$ cat src/sv/ghe_pkg.sv
// Shared types, constants and helpers for the gradient weighted histogram equalizer.
// No dependencies; used by ghe_front, ghe_back and the top level.
package ghe_pkg;

    // Operation codes of an input request
    localparam logic [1:0] OP_LOAD  = 2'd0;
    localparam logic [1:0] OP_BUILD = 2'd1;
    localparam logic [1:0] OP_MAP   = 2'd2;

    // Result kinds
    localparam logic KIND_BUILD = 1'b0;
    localparam logic KIND_MAP   = 1'b1;

    // Configuration register indexes
    localparam logic [1:0] REG_WIDTH  = 2'd0;
    localparam logic [1:0] REG_HEIGHT = 2'd1;
    localparam logic [1:0] REG_BLEND  = 2'd2;

    localparam int BINS       = 256;
    localparam int MAX_HEIGHT = 1024;
    localparam int HIST_W     = 32;
    localparam int SUM_W      = 40;
    localparam int NUM_W      = 48;
    localparam int SQ_W       = 22;

    typedef struct packed {
        logic [1:0] operation;
        logic [7:0] hue;
        logic [7:0] intensity;
    } t_in_item;

    typedef struct packed {
        logic       kind;
        logic [7:0] mapped_intensity;
    } t_out_item;

    // Request class after decode in the front end
    typedef enum logic [1:0] {
        CLS_LOAD,
        CLS_BUILD,
        CLS_MAP
    } t_cls;

    typedef struct packed {
        t_cls       cls;
        logic [7:0] hue;
        logic [7:0] intensity;
    } t_job;

    // Queue head, front to back
    typedef struct packed {
        logic valid;
        t_job job;
    } t_fe_req;

    // Back end status, back to front
    typedef struct packed {
        logic clearing;
        logic pop;
    } t_be_stat;

    // One line buffer column: previous row and the row before it
    typedef struct packed {
        logic [7:0] i1;
        logic [8:0] h1;
        logic [7:0] i2;
        logic [8:0] h2;
    } t_line;

    // Circular hue distance, wraps at 180 degrees
    function automatic logic [7:0] wrap_diff(input logic [8:0] a, input logic [8:0] b);
        logic [8:0] d;
        d = (a >= b) ? (a - b) : (b - a);
        return (d <= 9'd180) ? d[7:0] : 8'(9'd360 - d);
    endfunction

endpackage

$ cat src/sv/ghe_front.sv
// Front end: takes requests, decodes the operation and queues them for the back end.
// Depends on ghe_pkg.
module ghe_front (
    input  logic              i_clk,
    input  logic              i_rst_n,
    input  logic              i_in_valid,
    output logic              o_in_ready,
    input  ghe_pkg::t_in_item i_in_data,
    output ghe_pkg::t_fe_req  o_req,
    input  ghe_pkg::t_be_stat i_stat
);

    ghe_pkg::t_job r_q [2];
    logic          r_wr;
    logic          r_rd;
    logic [1:0]    r_cnt;

    ghe_pkg::t_job job;
    logic          keep;
    logic          push;

    // Decode: unknown operations are taken and dropped
    always_comb begin
        job.hue       = i_in_data.hue;
        job.intensity = i_in_data.intensity;
        job.cls       = ghe_pkg::CLS_LOAD;
        keep          = 1'b1;
        unique case (i_in_data.operation)
            ghe_pkg::OP_LOAD:  job.cls = ghe_pkg::CLS_LOAD;
            ghe_pkg::OP_BUILD: job.cls = ghe_pkg::CLS_BUILD;
            ghe_pkg::OP_MAP:   job.cls = ghe_pkg::CLS_MAP;
            default:           keep    = 1'b0;
        endcase
    end

    assign o_in_ready  = (r_cnt != 2'd2) && !i_stat.clearing;
    assign push        = i_in_valid && o_in_ready && keep;
    assign o_req.valid = (r_cnt != 2'd0);
    assign o_req.job   = r_q[r_rd];

    // Two entry queue
    always_ff @(posedge i_clk) begin
        if (!i_rst_n) begin
            r_wr  <= 1'b0;
            r_rd  <= 1'b0;
            r_cnt <= 2'd0;
        end else begin
            if (push) begin
                r_q[r_wr] <= job;
                r_wr      <= ~r_wr;
            end
            if (i_stat.pop) begin
                r_rd <= ~r_rd;
            end
            r_cnt <= r_cnt + 2'(push) - 2'(i_stat.pop);
        end
    end

endmodule

$ cat config.mk
export PLATFORM = sky130hd
export DESIGN_NAME = ghe_front
export DESIGN_NICKNAME = d
export VERILOG_FILES = /design/src/sv/ghe_pkg.sv /design/src/sv/ghe_front.sv
export SDC_FILE = /design/constraint.sdc
export NUM_CORES = 1
export LEC_CHECK = 0
export BUFFER_PORTS_ARGS = -buffer_cell sky130_fd_sc_hd__buf_2
export CORE_MARGIN = 1.5
export CORE_UTILIZATION = 37
export CTS_CLUSTER_SIZE = 28
export DETAILED_ROUTE_END_ITERATION = 6
export SLEW_MARGIN = 20
export SYNTH_ARGS = -nofsm -noshare
export SYNTH_HDL_FRONTEND = slang
export SYNTH_SLANG_ARGS = --single-unit
export TNS_END_PERCENT = 30
$ cat constraint.sdc
create_clock -name i_clk -period 1.99 [get_ports i_clk]
set_input_delay 0.0995 -clock i_clk [delete_from_list [all_inputs] [get_ports i_clk]]
set_output_delay 0.0995 -clock i_clk [all_outputs]
set_load 0.005 [all_outputs]
==> run_results.csv, run 1 <==
group,metric,value,unit
pwr,combPwrFrac,12.6,%
cts,clock-sinks,41,
detailed_routing,wirelength,2.54,mm
cts,cts_tree,"yes",
sta,fin_setup_tns,0,ps
global_route,antenna_found_initial,0,
global_route,grt_pass1_wl,3.68,mm
synthesis,yosysSeqAreaShare,74.8,%
pwr,finalPower,1700,uW
setup_path,worstSetupEndpointType,"register",
cts,cts_buffers,5,
setup_path,crit_buf_inv,2,
detailed_routing,detail_route.iter0.violations,60,
floorplanning,io_pins,43,
floorplanning,start_util,38.9,%
detailed_routing,drcViolationCount,0,
synthesis,syn_area,1580,sq um
sta,hold_viol_final,0,
detailed_routing,route.antenna.remaining_nets,0,
pwr,seqPwrFrac,58.3,%
cts,clk_pin_slew,70,ps
pwr,p_sw,352,uW
detailed_routing,num_vias,875,
cts,clk_latency,280,ps
synthesis,synth_cells,84,
sta,fin_crit,1770,ps
pwr,swShare,20.8,%
layout,num_antenna_cells,0,
layout,layout.nets,171,
pwr,power.internal,1340,uW
floorplanning,core,4060,sq um
floorplanning,die_y,68.3,um
synthesis,ys_ff_latch,41,
sta,slew_headroom,72.1,%
placed_design,dp_hpwl,1.75,mm
sta,rsz0062_at_grt,"false",
pwr,vdd_ir_drop_max,278,uV
run,cap_violations,0,
setup_path,critPathKind,"register to register",
synthesis,synth_area_per_cell,18.8,sq um
sta,fmax,565,MHz
layout,drive_gt1_share,50.3,%
placed_design,portBuffers,42,
setup_path,crit_arrival,1950,ps
sta,finalMaxSlewViolations,0,
synthesis,yosysWarnings,0,
global_route,grt_pass1_vias,840,
setup_path,start_kind,"register",
setup_path,crit_slowest_cell,"dfxtp_1",
detailed_routing,avgRoutedWirePerCell,12.9,um
synthesis,synth_nets,109,
cts,cts-root-buf,"clkbuf_8",
pwr,p_leak,0.000797,uW
setup_path,worstPathRequired,2170,ps
setup_path,cp_top_family,"simple AND/OR/NAND/NOR gates",
floorplanning,die_w,68.3,um
layout,final.fill_count,365,
cts,htree_levels,2,
floorplanning,row_count,23,
detailed_routing,first_pass_iters,4,
setup_path,critical_path.max_fanout,3,
cts,post_cts_buffers,0,
pwr,power_per_cell_area,825,nW/um^2
setup_path,crit_chain,"nor2b_4, nor3_2, inv_2, ha_1, inv_1, ha_1, xnor2_1, xnor2_1, and2_1",
floorplanning,dieArea,4670,sq um
run_status,status,"finished, final reports clean",
layout,final_area,2050,sq um
placed_design,dp.cells,177,
placed_design,dpl_cell_area,1850,sq um
global_route,grt_usage,11.5,%
synthesis,synth_cell_type_count,21,
worst_hold_path,hold_class,"input port to register",
detailed_routing,viasPerCell,4.44,
placed_design,globalplace.congestion,0.716,
sta,tightest_slew,419,ps
sta,skew,1.43,ps
layout,syn2layout_area_growth,30.1,%
cts,max-clock-path-buffers,2,
sta,fin_crit_sh,89.0,%
pwr,clkPwrFrac,29.0,%
setup_path,cp_slowest_stage_delay,340,ps
sta,finalSetupViolations,0,
layout,final_cells,197,
global_route,grt_max_degree,19,
global_route,grt-ovfl-total,0,
power groups by stage:
stage / sequential [uW] / combinational [uW] / clock (uW)
after CTS: 990 / 211 / 515
after global routing: 993 / 237 / 560
after floorplan: 1000 / 128 / 0
after detailed placement: 1010 / 200 / 0
after global placement: 1010 / 195 / 0
final: 989 / 214 / 492
placed cells by master (no fill, tap or decap):
cell type	netlist	routed
or2_2	1	1
xor2_1	1	1
clkbuf_8	0	5
nor2b_1	1	1
xnor2_1	2	2
edfxtp_1	36	36
buf_4	0	3
clkbuf_1	0	2
nand2b_1	1	1
nor3_2	1	1
dfxtp_1	5	5
nor2_2	0	1
mux2i_1	1	1
inv_2	1	1
and3_2	1	1
nor2_1	2	1
buf_2	0	42
mux2_2	18	18
dlygate4sd3_1	0	12
nor2b_4	1	1
and2_1	4	4
nand2_1	1	1
a21bo_1	1	1
clkinv_1	0	1
inv_1	1	1
and2b_1	1	1
ha_1	2	2
state kept, by name, indices dropped and copies added, names as in the netlist, named ones only:
register	count
r_q	36
r_cnt	2
r_rd	1
r_wr	1
synthesized netlist by cell type:
master    instances  area, sq um
mux2i_1           1         10.0
inv_1             1         3.75
and3_2            1         7.51
edfxtp_1         36         1080
xnor2_1           2         17.5
inv_2             1         3.75
buf_6             2         22.5
dfxtp_1           5          100
or2_2             1         6.26
and2b_1           1         7.51
ha_1              2         25.0
a21bo_1           1         10.0
xor2_1            1         8.76
nor3_2            1         10.0
nand2_1           1         3.75
nand2b_1          1         6.26
nor2_1            2         7.51
mux2_2           18          203
and2_1            4         25.0
nor2b_4           1         13.8
nor2b_1           1         6.26
logic make-up (layout without fill, tap and decap cells):
logic type / Yosys count / after routing / share of synthesized area, %
simple gates: 14 / 14 / 5.94
fa+ha+maj: 2 / 2 / 1.58
compound gates: 1 / 1 / 0.634
xor+xnor: 3 / 3 / 1.66
buf+inv: 4 / 67 / 1.90
flops: 41 / 41 / 74.8
mux: 19 / 19 / 13.5
per-stage QoR:
| stage | hold slack, ps | util [%] | setup slack [ps] |
|---|---|---|---|
| 2_1_floorplan | 198 | - | 123 |
| 3_3_place_gp | 288 | 45.7 | 312 |
| 3_5_place_dp | 292 | 45.7 | 231 |
| 4_1_cts | 1.15 | 49.4 | 217 |
| 5_1_grt | 0.0127 | 50.6 | 88.9 |
| 6_report | 11.2 | 50.6 | 219 |
layout make-up:
type | instances | area, sq um | area share, %
multi-input combinational | 39 | 370 | 18.0
clock inverter | 1 | 3.75 | 0.183
inverter | 2 | 7.51 | 0.365
sequential | 41 | 1180 | 57.5
timing repair buffer | 57 | 353 | 17.2
clock buffer | 7 | 76.3 | 3.71
tap | 50 | 62.6 | 3.05
final timing paths:
check	slack [ps]	from	to	depth (start not counted)
max	220	r_cnt[1]$_SDFF_PN0_	r_cnt[1]$_SDFF_PN0_	9
min	10	i_in_data[6]	r_q[1][6]$_DFFE_PP_	1
max reg2reg	220	r_cnt[1]$_SDFF_PN0_	r_cnt[1]$_SDFF_PN0_	9
min reg2reg	470	r_wr$_SDFFE_PN0P_	r_wr$_SDFFE_PN0P_	2
layer usage:
layer / vias up / share of wire [%] / global-route usage [%]
li1: 433 / - / -
met1: 410 / 42 / 12.7
met2: 27 / 51 / 19.2
met3: 5 / 5.9 / 4.93
met4: 0 / 1.1 / 5.25
met5: - / 0 / 0
what timing repair did:
item / 4_1_cts / 5_1_grt
setup endpoints to repair: 0 / 0
gates resized for setup: 0 / 0
endpoints found under the hold margin: 14 / 10
hold buffers: 7 / 5
No activity file was read; power rests on OpenSTA's default activity.
==> run 2, diff against run 1 <==
CORE_UTILIZATION = 46   (was 37)
PLACE_DENSITY = 0.74   (was unset)
==> run 2 against run 1 <==
Compared with the run above: core utilization rose by 12 points; critical endpoint unchanged; total power fell by 5.3%; wire length rose by 4.1%.
==> run_results.csv, run 2 (synthesized netlist as in run 1, its figures left out) <==
group,metric,value,unit
sta,rsz0062_at_grt,"false",
sta,slew_headroom,70.3,%
detailed_routing,drcViolationCount,0,
layout,final_cell_mix,"42 x buf_2, 36 x edfxtp_1, 18 x mux2_2",
detailed_routing,route.antenna.remaining_nets,0,
pwr,vdd_ir_drop_max,516,uV
cts,max-clock-path-buffers,2,
detailed_routing,num_vias,884,
setup_path,crit_chain,"nor2b_4, nor3_2, inv_2, ha_1, inv_1, ha_1, xnor2_1, xnor2_1, and2_1",
layout,final_cells,197,
layout,syn2layout_area_growth,30.6,%
setup_path,r2r.worst_path.cells,9,
worst_hold_path,hold_class,"input port to register",
sta,tightest_slew,446,ps
sta,finalSetupViolations,0,
global_route,grt_pass1_vias,867,
setup_path,critPathKind,"register to register",
floorplanning,die_w,61.6,um
sta,fmax,563,MHz
placed_design,globalplace.congestion,0.723,
sta,hold_viol_final,0,
detailed_routing,first_pass_iters,2,
sta,fin_crit_sh,89.3,%
setup_path,worstPathRequired,2240,ps
cts,cts_buffers,5,
cts,htree_levels,2,
cts,clock-sinks,41,
pwr,power_per_cell_area,778,nW/um^2
setup_path,critPathLaunch,"r_cnt[0]$_SDFF_PN0_",
placed_design,dp.cells,173,
cts,post_cts_buffers,0,
layout,final_common_cell,"buf_2",
setup_path,start_kind,"register",
global_route,grt_usage,14.9,%
setup_path,crit_arrival,2020,ps
setup_path,crit_slowest_cell,"dfxtp_1",
sta,fin_setup_tns,0,ps
cts,clk_pin_slew,120,ps
detailed_routing,viasPerCell,4.49,
floorplanning,io_pins,43,
setup_path,timing.rr.start,"r_cnt[0]$_SDFF_PN0_",
cts,clk_latency,340,ps
pwr,p_leak,0.000805,uW
placed_design,dp_hpwl,1.79,mm
layout,drive_gt1_share,50.3,%
setup_path,worstSetupEndpointType,"register",
setup_path,cp_slowest_stage_delay,420,ps
placed_design,portBuffers,42,
layout,largestRegisters,"r_q x36, r_cnt x2",
setup_path,critical_path.max_fanout,3,
setup_path,regToRegSetupSlack,210,ps
layout,num_antenna_cells,0,
cts,cts_tree,"yes",
floorplanning,dieArea,3790,sq um
sta,fin_crit,1780,ps
sta,skew,7.09,ps
floorplanning,die_y,61.6,um
cts,cts-root-buf,"clkbuf_4",
floorplanning,core,3310,sq um
layout,largest_reg_flops,36,
global_route,grt-ovfl-total,0,
floorplanning,row_count,21,
detailed_routing,detail_route.iter0.violations,19,
setup_path,crit_end,"r_cnt[1]$_SDFF_PN0_",
detailed_routing,avgRoutedWirePerCell,13.4,um
global_route,grt_pass1_wl,3.78,mm
global_route,grt_max_degree,19,
sta,finalMaxSlewViolations,0,
run_status,status,"finished, final reports clean",
layout,top_register,"r_q",
floorplanning,start_util,47.7,%
run,cap_violations,0,
detailed_routing,wirelength,2.65,mm
layout,layout.nets,175,
global_route,antenna_found_initial,0,
setup_path,r2r-end,"r_cnt[1]$_SDFF_PN0_",
[run 2: per-stage QoR]
step | hold slack [ps] | setup WS, ps | instance area [sq um] | utilization [%] | total power (uW)
finish | 30.8 | 213 | 2060 | 62.3 | 1610
global route | 22.2 | 101 | 2060 | 62.3 | 1690
CTS | 16.4 | 194 | 2060 | 62.3 | 1630
detailed placement | 295 | 212 | 1850 | 55.8 | 1210
global placement | 287 | 325 | 1850 | 55.8 | 1200
floorplan | 198 | 123 | 1580 | - | 1130
[run 2: final cells by class]
| class | instances | area (sq um) |
|---|---|---|
| well taps | 46 | 57.6 |
| inverters | 2 | 7.51 |
| clock inverters | 3 | 17.5 |
| clock buffers | 5 | 37.5 |
| flip-flops and latches | 41 | 1180 |
| repair buffers | 61 | 393 |
| fillers | 277 | 1250 |
| multi-input cells | 39 | 368 |
[run 2: metal layers]
layer	wire length (um)	GRT usage, %
met5	0	0
met4	43	6.38
met3	160	6.30
met2	1390	26.2
met1	1050	15.4
[run 2: timing repair]
item | in CTS | in global routing
hold endpoints to repair | 32 | 0
hold buffers | 16 | 0
gates resized for setup | 0 | 0
[run 2: how the worst min path moves through the flow]
stage,start,end,slack [ps],depth (start not counted)
final,i_rst_n,r_rd$_SDFFE_PN0P_,30,2
after global placement,i_in_data[6],r_q[0][6]$_DFFE_PP_,290,1
after detailed placement,i_in_data[0],r_q[1][0]$_DFFE_PP_,290,1
after CTS,i_rst_n,r_rd$_SDFFE_PN0P_,20,2
after global routing,i_rst_n,register,20,2
after floorplan,i_in_data[0],r_q[0][0]$_DFFE_PP_,200,0
[run 2: report_power, final]
| part | internal, uW | switching, uW |
|---|---|---|
| Sequential | 968 | 18.4 |
| Combinational | 136 | 88.5 |
| Clock | 133 | 260 |
[run 2: critical path: cells and delay by family, from the launching register on]
kind	cells	cell delay (ps)
adder cells (fa/ha/maj)	2	470
AND/OR/NAND/NOR	3	420
flip-flops	1	420
XOR/XNOR	2	260
buffers and inverters	2	120
